**src/rtl/lsrd_pkg.sv**
```systemverilog
// ----------------------------------------------------------------------------
// lsrd_pkg
// Shared constants, codes and control types of the laser scan reply decoder.
// ----------------------------------------------------------------------------
package lsrd_pkg;

  localparam int LINE_DATA_CHARS = 64;
  localparam int READING_LIMIT   = 1024;
  localparam int STORE_DEPTH     = LINE_DATA_CHARS + 2;
  localparam int LEN_W           = $clog2(STORE_DEPTH + 1);
  localparam int ADDR_W          = $clog2(STORE_DEPTH);
  localparam int RCNT_W          = $clog2(READING_LIMIT + 1);

  localparam logic [7:0]  CHAR_BASE   = 8'h30;
  localparam logic [7:0]  CHAR_LF     = 8'h0A;
  localparam logic [19:0] STAMP_SCALE = 20'd1000000;

  localparam logic [1:0] ACT_BYTE      = 2'd0;
  localparam logic [1:0] ACT_START     = 2'd1;
  localparam logic [1:0] ACT_CLK_RESET = 2'd2;

  localparam logic [1:0] KIND_STAMP   = 2'd0;
  localparam logic [1:0] KIND_READING = 2'd1;
  localparam logic [1:0] KIND_END     = 2'd2;
  localparam logic [1:0] KIND_ERROR   = 2'd3;

  localparam logic [2:0] ERR_NONE      = 3'd0;
  localparam logic [2:0] ERR_STAMP_SUM = 3'd1;
  localparam logic [2:0] ERR_REPEAT    = 3'd2;
  localparam logic [2:0] ERR_DATA_SUM  = 3'd3;
  localparam logic [2:0] ERR_TOO_MANY  = 3'd4;
  localparam logic [2:0] ERR_OVERFLOW  = 3'd5;

  typedef enum logic [1:0] {
    PH_STAMP,
    PH_DATA,
    PH_HALT
  } phase_t;

  typedef enum logic [3:0] {
    ST_IDLE,
    ST_MUL_LO,
    ST_MUL_HI,
    ST_STAMP_OUT,
    ST_ERR_OUT,
    ST_END_OUT,
    ST_W_CHECK,
    ST_W_FETCH,
    ST_W_TAKE,
    ST_W_EMIT,
    ST_C_CHECK,
    ST_C_FETCH,
    ST_C_WRITE
  } ctl_state_t;

  typedef struct packed {
    logic       store_byte;
    logic       start_scan;
    logic       clock_reset;
    logic       set_err;
    logic [2:0] err_code;
    logic       repeat_bump;
    logic       stamp_commit;
    logic       mul_lo;
    logic       mul_hi;
    logic       load_stamp;
    logic       load_err;
    logic       load_end;
    logic       walk_start;
    logic       read_begin;
    logic       read_take;
    logic       load_reading;
    logic       copy_write;
    logic       copy_finish;
  } dp_cmd_t;

  typedef struct packed {
    phase_t phase;
    logic   is_lf;
    logic   full;
    logic   stamp_ok;
    logic   repeat_fail;
    logic   line_empty;
    logic   data_sum_ok;
    logic   reading_fits;
    logic   limit_hit;
    logic   take_last;
    logic   copy_done;
    logic   out_free;
  } dp_status_t;

endpackage

```
**src/rtl/lsrd_ctrl.sv**
```systemverilog
// ----------------------------------------------------------------------------
// lsrd_ctrl
// Sequencer: takes one transaction at a time and steps the datapath through
// timestamp scaling, reading extraction and carry copy.
// ----------------------------------------------------------------------------
module lsrd_ctrl import lsrd_pkg::*; (
  input  logic       clk,
  input  logic       rst,
  input  logic       in_valid,
  input  logic [1:0] action,
  input  dp_status_t status,
  output logic       in_stall,
  output dp_cmd_t    cmd
);

  ctl_state_t state, state_next;

  always_ff @(posedge clk) begin
    if (rst) begin
      state <= ST_IDLE;
    end else begin
      state <= state_next;
    end
  end

  always_comb begin
    cmd        = '0;
    state_next = state;
    in_stall   = (state != ST_IDLE);
    case (state)
      ST_IDLE: begin
        if (in_valid) begin
          case (action)
            ACT_START:     cmd.start_scan = 1'b1;
            ACT_CLK_RESET: cmd.clock_reset = 1'b1;
            ACT_BYTE: begin
              if (status.phase != PH_HALT) begin
                if (!status.is_lf) begin
                  if (status.full) begin
                    cmd.set_err  = 1'b1;
                    cmd.err_code = ERR_OVERFLOW;
                    state_next   = ST_ERR_OUT;
                  end else begin
                    cmd.store_byte = 1'b1;
                  end
                end else if (status.phase == PH_STAMP) begin
                  if (!status.stamp_ok) begin
                    cmd.set_err  = 1'b1;
                    cmd.err_code = ERR_STAMP_SUM;
                    state_next   = ST_ERR_OUT;
                  end else if (status.repeat_fail) begin
                    cmd.repeat_bump = 1'b1;
                    cmd.set_err     = 1'b1;
                    cmd.err_code    = ERR_REPEAT;
                    state_next      = ST_ERR_OUT;
                  end else begin
                    cmd.stamp_commit = 1'b1;
                    state_next       = ST_MUL_LO;
                  end
                end else begin
                  if (status.line_empty) begin
                    state_next = ST_END_OUT;
                  end else if (!status.data_sum_ok) begin
                    cmd.set_err  = 1'b1;
                    cmd.err_code = ERR_DATA_SUM;
                    state_next   = ST_ERR_OUT;
                  end else begin
                    cmd.walk_start = 1'b1;
                    state_next     = ST_W_CHECK;
                  end
                end
              end
            end
            default: ;
          endcase
        end
      end
      ST_MUL_LO: begin
        cmd.mul_lo = 1'b1;
        state_next = ST_MUL_HI;
      end
      ST_MUL_HI: begin
        cmd.mul_hi = 1'b1;
        state_next = ST_STAMP_OUT;
      end
      ST_STAMP_OUT: begin
        if (status.out_free) begin
          cmd.load_stamp = 1'b1;
          state_next     = ST_IDLE;
        end
      end
      ST_ERR_OUT: begin
        if (status.out_free) begin
          cmd.load_err = 1'b1;
          state_next   = ST_IDLE;
        end
      end
      ST_END_OUT: begin
        if (status.out_free) begin
          cmd.load_end = 1'b1;
          state_next   = ST_IDLE;
        end
      end
      ST_W_CHECK: begin
        if (!status.reading_fits) begin
          state_next = ST_C_CHECK;
        end else if (status.limit_hit) begin
          cmd.set_err  = 1'b1;
          cmd.err_code = ERR_TOO_MANY;
          state_next   = ST_ERR_OUT;
        end else begin
          cmd.read_begin = 1'b1;
          state_next     = ST_W_FETCH;
        end
      end
      ST_W_FETCH: state_next = ST_W_TAKE;
      ST_W_TAKE: begin
        cmd.read_take = 1'b1;
        state_next    = status.take_last ? ST_W_EMIT : ST_W_FETCH;
      end
      ST_W_EMIT: begin
        if (status.out_free) begin
          cmd.load_reading = 1'b1;
          state_next       = ST_W_CHECK;
        end
      end
      ST_C_CHECK: begin
        if (status.copy_done) begin
          cmd.copy_finish = 1'b1;
          state_next      = ST_IDLE;
        end else begin
          state_next = ST_C_FETCH;
        end
      end
      ST_C_FETCH: state_next = ST_C_WRITE;
      ST_C_WRITE: begin
        cmd.copy_write = 1'b1;
        state_next     = ST_C_CHECK;
      end
      default: state_next = ST_IDLE;
    endcase
  end

endmodule

```
**src/rtl/lsrd_dp.sv**
```systemverilog
// ----------------------------------------------------------------------------
// lsrd_dp
// Datapath: line memory, running sums, time extension, scaling multiplier,
// reading assembly and the output register.
// ----------------------------------------------------------------------------
module lsrd_dp import lsrd_pkg::*; (
  input  logic         clk,
  input  logic         rst,
  input  logic         cfg_we,
  input  logic         cfg_wdata,
  input  logic [7:0]   rx_byte,
  input  dp_cmd_t      cmd,
  output dp_status_t   status,
  input  logic         out_stall,
  output logic         out_valid,
  output logic [1:0]   kind,
  output logic [63:0]  stamp_ns,
  output logic [17:0]  range_mm,
  output logic [17:0]  strength,
  output logic [2:0]   error_code,
  output logic         last
);

  logic [7:0]        line_mem [STORE_DEPTH];
  logic [7:0]        rd_data;
  logic              with_intensity;
  phase_t            phase;
  logic [LEN_W-1:0]  line_length;
  logic [2:0]        carry_count;
  logic [RCNT_W-1:0] reading_count;
  logic [5:0]        line_sum;
  logic [7:0]        last_byte;
  logic [29:0]       six_shift;
  logic [23:0]       prev_time;
  logic [31:0]       wrap_count;
  logic [1:0]        repeat_count;
  logic [2:0]        err_r;
  logic [47:0]       prod_lo;
  logic [35:0]       prod_hi;
  logic [LEN_W-1:0]  rd_ptr;
  logic [2:0]        cp_dst;
  logic [2:0]        g_cnt;
  logic [35:0]       gather;

  logic [5:0]        rx_six;
  logic [5:0]        rd_six;
  logic [7:0]        sum_char;
  logic [23:0]       t_now;
  logic [55:0]       ext_time;
  logic [2:0]        size;
  logic [LEN_W-1:0]  usable;
  logic              wr_en;
  logic [ADDR_W-1:0] wr_addr;
  logic [7:0]        wr_data;
  logic              out_free;

  assign rx_six   = 6'(rx_byte - CHAR_BASE);
  assign rd_six   = 6'(rd_data - CHAR_BASE);
  // The sum character covers every byte received on the line except itself; carried characters are not included.
  assign sum_char = {2'b00, 6'(line_sum - last_byte[5:0])} + CHAR_BASE;
  assign t_now    = six_shift[29:6];
  assign ext_time = {wrap_count, prev_time};
  assign size     = with_intensity ? 3'd6 : 3'd3;
  assign usable   = line_length - LEN_W'(1);
  assign out_free = !out_valid || !out_stall;

  always_comb begin
    status.phase        = phase;
    status.is_lf        = (rx_byte == CHAR_LF);
    status.full         = (line_length >= LEN_W'(STORE_DEPTH));
    status.stamp_ok     = (line_length == LEN_W'(5)) && (sum_char == last_byte);
    status.repeat_fail  = (t_now == prev_time) && (repeat_count >= 2'd2);
    status.line_empty   = (line_length == LEN_W'(carry_count));
    status.data_sum_ok  = (sum_char == last_byte);
    status.reading_fits = ({1'b0, rd_ptr} + (LEN_W + 1)'(size)) <= {1'b0, usable};
    status.limit_hit    = (reading_count >= RCNT_W'(READING_LIMIT));
    status.take_last    = (g_cnt == size - 3'd1);
    status.copy_done    = (rd_ptr == usable);
    status.out_free     = out_free;
  end

  // Line memory: one write port, one registered read port.
  always_comb begin
    wr_en   = cmd.store_byte || cmd.copy_write;
    wr_addr = cmd.store_byte ? line_length[ADDR_W-1:0] : ADDR_W'(cp_dst);
    wr_data = cmd.store_byte ? rx_byte : rd_data;
  end

  always_ff @(posedge clk) begin
    if (wr_en) begin
      line_mem[wr_addr] <= wr_data;
    end
    rd_data <= line_mem[rd_ptr[ADDR_W-1:0]];
  end

  always_ff @(posedge clk) begin
    if (rst) begin
      with_intensity <= 1'b0;
    end else if (cfg_we) begin
      with_intensity <= cfg_wdata;
    end
  end

  always_ff @(posedge clk) begin
    if (rst) begin
      phase         <= PH_STAMP;
      line_length   <= '0;
      carry_count   <= '0;
      reading_count <= '0;
      line_sum      <= '0;
      prev_time     <= '0;
      wrap_count    <= '0;
      repeat_count  <= '0;
    end else begin
      if (cmd.store_byte) begin
        line_length <= line_length + LEN_W'(1);
        line_sum    <= line_sum + rx_byte[5:0];
      end
      if (cmd.start_scan) begin
        phase         <= PH_STAMP;
        line_length   <= '0;
        carry_count   <= '0;
        reading_count <= '0;
        line_sum      <= '0;
      end
      if (cmd.clock_reset) begin
        prev_time  <= '0;
        wrap_count <= '0;
      end
      if (cmd.repeat_bump) begin
        repeat_count <= 2'd3;
      end
      if (cmd.stamp_commit) begin
        if (t_now == prev_time) begin
          repeat_count <= repeat_count + 2'd1;
        end else begin
          repeat_count <= '0;
        end
        if (t_now < prev_time) begin
          wrap_count <= wrap_count + 32'd1;
        end
        prev_time     <= t_now;
        phase         <= PH_DATA;
        line_length   <= '0;
        carry_count   <= '0;
        reading_count <= '0;
        line_sum      <= '0;
      end
      if (cmd.load_err || cmd.load_end) begin
        phase       <= PH_HALT;
        line_length <= '0;
        carry_count <= '0;
        line_sum    <= '0;
      end
      if (cmd.load_reading) begin
        reading_count <= reading_count + RCNT_W'(1);
      end
      if (cmd.copy_finish) begin
        line_length <= LEN_W'(cp_dst);
        carry_count <= cp_dst;
        line_sum    <= '0;
      end
    end
  end

  // Payload and walk registers need no reset.
  always_ff @(posedge clk) begin
    if (cmd.store_byte) begin
      last_byte <= rx_byte;
      six_shift <= {six_shift[23:0], rx_six};
    end
    if (cmd.set_err) begin
      err_r <= cmd.err_code;
    end
    if (cmd.mul_lo) begin
      prod_lo <= 48'(ext_time[27:0]) * 48'(STAMP_SCALE);
    end
    if (cmd.mul_hi) begin
      prod_hi <= 36'(48'(ext_time[55:28]) * 48'(STAMP_SCALE));
    end
    if (cmd.walk_start) begin
      rd_ptr <= '0;
      cp_dst <= '0;
    end
    if (cmd.read_begin) begin
      g_cnt <= '0;
    end
    if (cmd.read_take) begin
      gather <= {gather[29:0], rd_six};
      g_cnt  <= g_cnt + 3'd1;
      rd_ptr <= rd_ptr + LEN_W'(1);
    end
    if (cmd.copy_write) begin
      rd_ptr <= rd_ptr + LEN_W'(1);
      cp_dst <= cp_dst + 3'd1;
    end
  end

  always_ff @(posedge clk) begin
    if (rst) begin
      out_valid <= 1'b0;
    end else if (cmd.load_stamp || cmd.load_err || cmd.load_end || cmd.load_reading) begin
      out_valid <= 1'b1;
    end else if (!out_stall) begin
      out_valid <= 1'b0;
    end
  end

  always_ff @(posedge clk) begin
    if (cmd.load_stamp) begin
      kind       <= KIND_STAMP;
      stamp_ns   <= 64'(prod_lo) + {prod_hi, 28'd0};
      range_mm   <= '0;
      strength   <= '0;
      error_code <= ERR_NONE;
      last       <= 1'b1;
    end else if (cmd.load_err) begin
      kind       <= KIND_ERROR;
      stamp_ns   <= '0;
      range_mm   <= '0;
      strength   <= '0;
      error_code <= err_r;
      last       <= 1'b1;
    end else if (cmd.load_end) begin
      kind       <= KIND_END;
      stamp_ns   <= '0;
      range_mm   <= '0;
      strength   <= '0;
      error_code <= ERR_NONE;
      last       <= 1'b1;
    end else if (cmd.load_reading) begin
      kind       <= KIND_READING;
      stamp_ns   <= '0;
      range_mm   <= with_intensity ? gather[35:18] : gather[17:0];
      strength   <= with_intensity ? gather[17:0] : 18'd0;
      error_code <= ERR_NONE;
      // No further reading fits, so nothing follows this one.
      last       <= !status.reading_fits;
    end
  end

endmodule

```
**src/rtl/laser_scan_reply_decoder.sv**
```systemverilog
// ----------------------------------------------------------------------------
// laser_scan_reply_decoder
// Decodes six-bit encoded scan reply lines into timestamps and readings.
// ----------------------------------------------------------------------------
// Input channel: in_valid/in_stall carry action and rx_byte. Output channel:
// out_valid/out_stall carry kind, stamp_ns, range_mm, strength, error_code
// and last; last marks the final result of one input transaction.
// cfg_we/cfg_wdata write with_intensity; the user must write it only while
// the block is idle, which the block does not enforce. An ordinary byte is
// stored without a stall. A timestamp LF forms the low and high partial
// products of the scaling multiply, then loads the output. A data-line LF
// walks the line memory, whose single read port sets the pace: it fetches
// and takes the characters of each reading, then copies carried characters.
// One transaction is worked on at a time; in_stall is high while a line is
// being processed. A finished result sits in the output register, so the
// next byte is taken while it waits. When out_stall is high the result
// holds and the sequencer waits before loading another.
// Reset clears the state to awaiting a timestamp line, the time extension
// to zero and with_intensity to zero; the output register comes up empty.
// ----------------------------------------------------------------------------
module laser_scan_reply_decoder import lsrd_pkg::*; (
  input  logic        clk,
  input  logic        rst,
  input  logic        cfg_we,
  input  logic        cfg_wdata,
  input  logic        in_valid,
  output logic        in_stall,
  input  logic [1:0]  action,
  input  logic [7:0]  rx_byte,
  output logic        out_valid,
  input  logic        out_stall,
  output logic [1:0]  kind,
  output logic [63:0] stamp_ns,
  output logic [17:0] range_mm,
  output logic [17:0] strength,
  output logic [2:0]  error_code,
  output logic        last
);

  dp_cmd_t    cmd;
  dp_status_t status;

  lsrd_ctrl u_ctrl (
    .clk      (clk),
    .rst      (rst),
    .in_valid (in_valid),
    .action   (action),
    .status   (status),
    .in_stall (in_stall),
    .cmd      (cmd)
  );

  lsrd_dp u_dp (
    .clk        (clk),
    .rst        (rst),
    .cfg_we     (cfg_we),
    .cfg_wdata  (cfg_wdata),
    .rx_byte    (rx_byte),
    .cmd        (cmd),
    .status     (status),
    .out_stall  (out_stall),
    .out_valid  (out_valid),
    .kind       (kind),
    .stamp_ns   (stamp_ns),
    .range_mm   (range_mm),
    .strength   (strength),
    .error_code (error_code),
    .last       (last)
  );

endmodule

```
**config.mk**
```make
export PLATFORM = sky130hd
export DESIGN_NAME = laser_scan_reply_decoder
export DESIGN_NICKNAME = d
export VERILOG_FILES = /design/src/rtl/lsrd_pkg.sv /design/src/rtl/lsrd_ctrl.sv /design/src/rtl/lsrd_dp.sv /design/src/rtl/laser_scan_reply_decoder.sv
export SDC_FILE = /design/constraint.sdc
export NUM_CORES = 2
export LEC_CHECK = 0
export ABC_AREA = 1
export BUFFER_PORTS_ARGS = -buffer_cell sky130_fd_sc_hd__buf_4
export CORE_MARGIN = 3
export CORE_UTILIZATION = 31
export CTS_CLUSTER_SIZE = 10
export DETAILED_ROUTE_END_ITERATION = 16
export PLACE_DENSITY = 0.47
export SLEW_MARGIN = 20
export SYNTH_ARGS = -nofsm -noshare
export SYNTH_HDL_FRONTEND = slang
export SYNTH_HIERARCHICAL = 1
export SYNTH_SLANG_ARGS = --single-unit
```
**constraint.sdc**
```tcl
create_clock -name clk -period 15.4 [get_ports clk]
set_input_delay 0.77 -clock clk [delete_from_list [all_inputs] [get_ports clk]]
set_output_delay 0.77 -clock clk [all_outputs]
set_load 0.005 [all_outputs]
```
==> impl_metrics.ini <==
[clock_network]
clockBufferDepth = 3
tritoncts = yes
cts_num_sinks = 753
post_cts_resized = 0
hold_buffers = 0
root_buffer = clkbuf_16
clk_pin_slew_ps = 60
cts-buffers-inserted = 92
cts_htree_levels = 3
post_cts_buffers = 0
clk_latency_ps = 740

[power]
total_power_uw = 4630
powerDensity_nw_per_um2 = 91.2
p_leak_uw = 0.0222
max-vdd-ir-drop_mv = 0.0958

[grt]
antenna_found_initial = 2
grt_start_max_net_pins = 105
grt_pass1_wl_um = 198000
grt_pass1_vias = 32600
grt_overflow = 0
gr-usage-all-layers_pct = 16.9

[finish]
multi_input_area_um2 = 20800
area_growth_pct = 12.8
drive_gt1_share_pct = 6.68
layout.cells.non_filler = 6890
regArea_um2 = 21200
fin_nets = 5457
fillers = 14700

[die]
ios = 124
core_area_um2 = 144000
start_util_pct = 31.3
die_w_um = 387
die_area_um2 = 150000
num_rows = 139
die_y_um = 387

[synth]
yosysTopAreaCell = edfxtp_1
netlist_instances = 4831
synth_edf_count = 612
synth_top_area_share_pct = 40.9
synth_cell_types = 59
ys_async_sr_fraction_pct = 0
synth.most_common_cell = nand2_1
ys.flop_type = edfxtp_1
ys_top_cells_by_area = edfxtp_1 (41%), nand2_1 (9.4%), fa_1 (9.0%)
yosysSeqAreaShare_pct = 47.1
synth.ff_latch_count = 753
synth_common_cells = nand2_1 (1127), inv_1 (626), edfxtp_1 (612)
syn_avg_cell_area_um2 = 9.31
ys_warn_count = 6
synth_area_um2 = 45000

[route]
wl_um = 127000
wl_per_cell_um = 18.5
firstDrtPassIters = 5
drc = 0
num_vias = 32500
vias_per_cell = 4.72
drt_iter0_markers = 2218
antenna_left = 0

[worst_setup_path]
path_max_fanout = 8
reg2reg_to = u_dp/prod_lo[44]
cp-startpoint = u_dp/prev_time[1]
cp-start-kind = flop
end_kind = flop
worstSetupPathType = flop to flop
endpoint = u_dp/prod_lo[44]
r2r-start = u_dp/prev_time[1]
reg2reg_slack_ps = 9730
arrival_ps = 6090
cp_data_required_time_ps = 15820
reg2reg_depth = 19

[hold_path]
hold_path.class = input pin to flop
min_path_cells = 1

[sta]
worst_pin_slew_ps = 1160
setup_violations = 0
skew_ps = 70.6
fin_crit_ps = 5670
final.setup.tns_ps = 0
max_slew_margin_pct = 22.2
maxClockFrequency_mhz = 176
rsz0062_at_grt = no
worst_slack_ps = 9730
slew_viol_final = 0
final-hold-violation-count = 0
finalCritPeriodShare_pct = 36.8

[status]
status = finished, final reports clean

[place]
port_buffers = 117
placed_cells_incl_taps = 6737
gp_congestion = 0.917
preCtsSetupSlack_ps = 9710
hpwl_um = 90000

[job]
cap_violations = 0
==> registers in the layout (all words and copies together) (netlist names), 7 cells and up <==
name,count
u_dp/wrap_count,32
u_dp/prod_hi,30
u_dp/line_length,7
u_dp/line_mem,396
u_dp/stamp_ns,58
u_dp/six_shift,26
u_dp/rd_ptr,7
u_dp/range_mm,18
u_dp/prev_time,24
u_dp/strength,18
u_dp/prod_lo,42
u_dp/last_byte,8
u_dp/reading_count,11
u_dp/gather,36
==> through the flow <==
stage | util, % | cell area (µm²) | hold WS, ps
after floorplan | - | 45000 | 400
after global placement | 33.3 | 47900 | 404
after detailed placement | 33.3 | 47900 | 415
after CTS | 35.3 | 50700 | 175
after global routing | 35.3 | 50700 | 206
final | 35.3 | 50700 | 253
==> cell type report <==
| class | instances | share of cell area (%) |
|---|---|---|
| diodes | 3 | 0.0148 |
| clock buffers | 127 | 4.90 |
| clock inverters | 23 | 0.701 |
| inverters | 639 | 4.74 |
| multi-input cells | 3292 | 40.9 |
| flip-flops and latches | 753 | 41.8 |
| well taps | 1903 | 4.69 |
| repair buffers | 150 | 2.22 |
==> kinds of logic (layout without fill, tap and decap cells) <==
family / count (synthesis) / after routing / share of synthesized area (%)
and+or+nand+nor: 2107 / 2107 / 19.4
buffers and inverters: 791 / 939 / 6.99
DFF: 753 / 753 / 47.1
AOI/OAI and AO/OA: 553 / 553 / 6.63
adders and majority gates: 513 / 513 / 17.7
xor gates and xnor gates: 113 / 113 / 2.20
other: 1 / 9 / 0.00834
==> per-layer routing <==
metal	part of all wire, %	global-route usage [%]
met5	0	0
met4	2.4	4.72
met3	3.9	2.31
met2	46	27.9
met1	47	23.3
==> power by group <==
| group | total, µW | internal (µW) | switching (µW) |
|---|---|---|---|
| sequential | 2280 | 2250 | 35.8 |
| clock | 2060 | 1180 | 877 |
| combinational | 288 | 95.1 | 193 |
| total | 4630 | 3520 | 1110 |
==> layout by cell type (no fill, tap or decap), types with 7 or more instances in the layout <==
master	netlist	routed
nor2_1	499	495
inv_1	626	625
nor4_1	7	7
or2_2	8	8
clkinv_1	4	10
inv_2	8	8
nand2_2	9	10
nand3_1	353	353
clkbuf_1	66	30
o21a_1	8	8
buf_4	23	150
fa_1	203	203
nor3_1	34	32
ha_1	310	310
a31oi_1	11	11
o21ai_1	11	11
a21oi_1	255	255
edfxtp_1	612	612
xor2_1	89	89
o211ai_1	12	12
o21ai_0	206	202
a21boi_0	10	10
clkbuf_16	0	92
dfxtp_1	141	141
nand2_1	1127	1124
a21o_1	11	11
nor2_4	6	11
nand4_1	34	34
xnor2_1	24	24
==> worst min path at each step <==
| stage | end | startpoint | slack, ps |
|---|---|---|---|
| 5_1_grt | u_dp/last_byte[2] | rx_byte[2] | 210 |
| 6_report | u_dp/last_byte[2] | rx_byte[2] | 250 |
| 3_3_place_gp | u_dp/six_shift[11] | u_dp/six_shift[5] | 400 |
| 3_5_place_dp | u_dp/six_shift[10] | u_dp/six_shift[4] | 420 |
| 4_1_cts | u_dp/last_byte[2] | rx_byte[2] | 170 |
| 2_1_floorplan | u_dp/six_shift[10] | u_dp/six_shift[4] | 400 |
==> critical path: stages (launching register included) <==
cell	delay, ps
dfxtp_1	570
inv_1	180
fa_1	560
inv_1	60
fa_1	500
fa_1	610
fa_1	440
ha_1	290
inv_1	50
fa_1	510
inv_1	50
ha_1	350
nand2_1	150
nor2_1	200
inv_1	90
nor2_1	200
a21boi_0	250
o21ai_0	180
nand4_1	120
nand2_1	70
No activity file was read; power rests on OpenSTA's default activity.
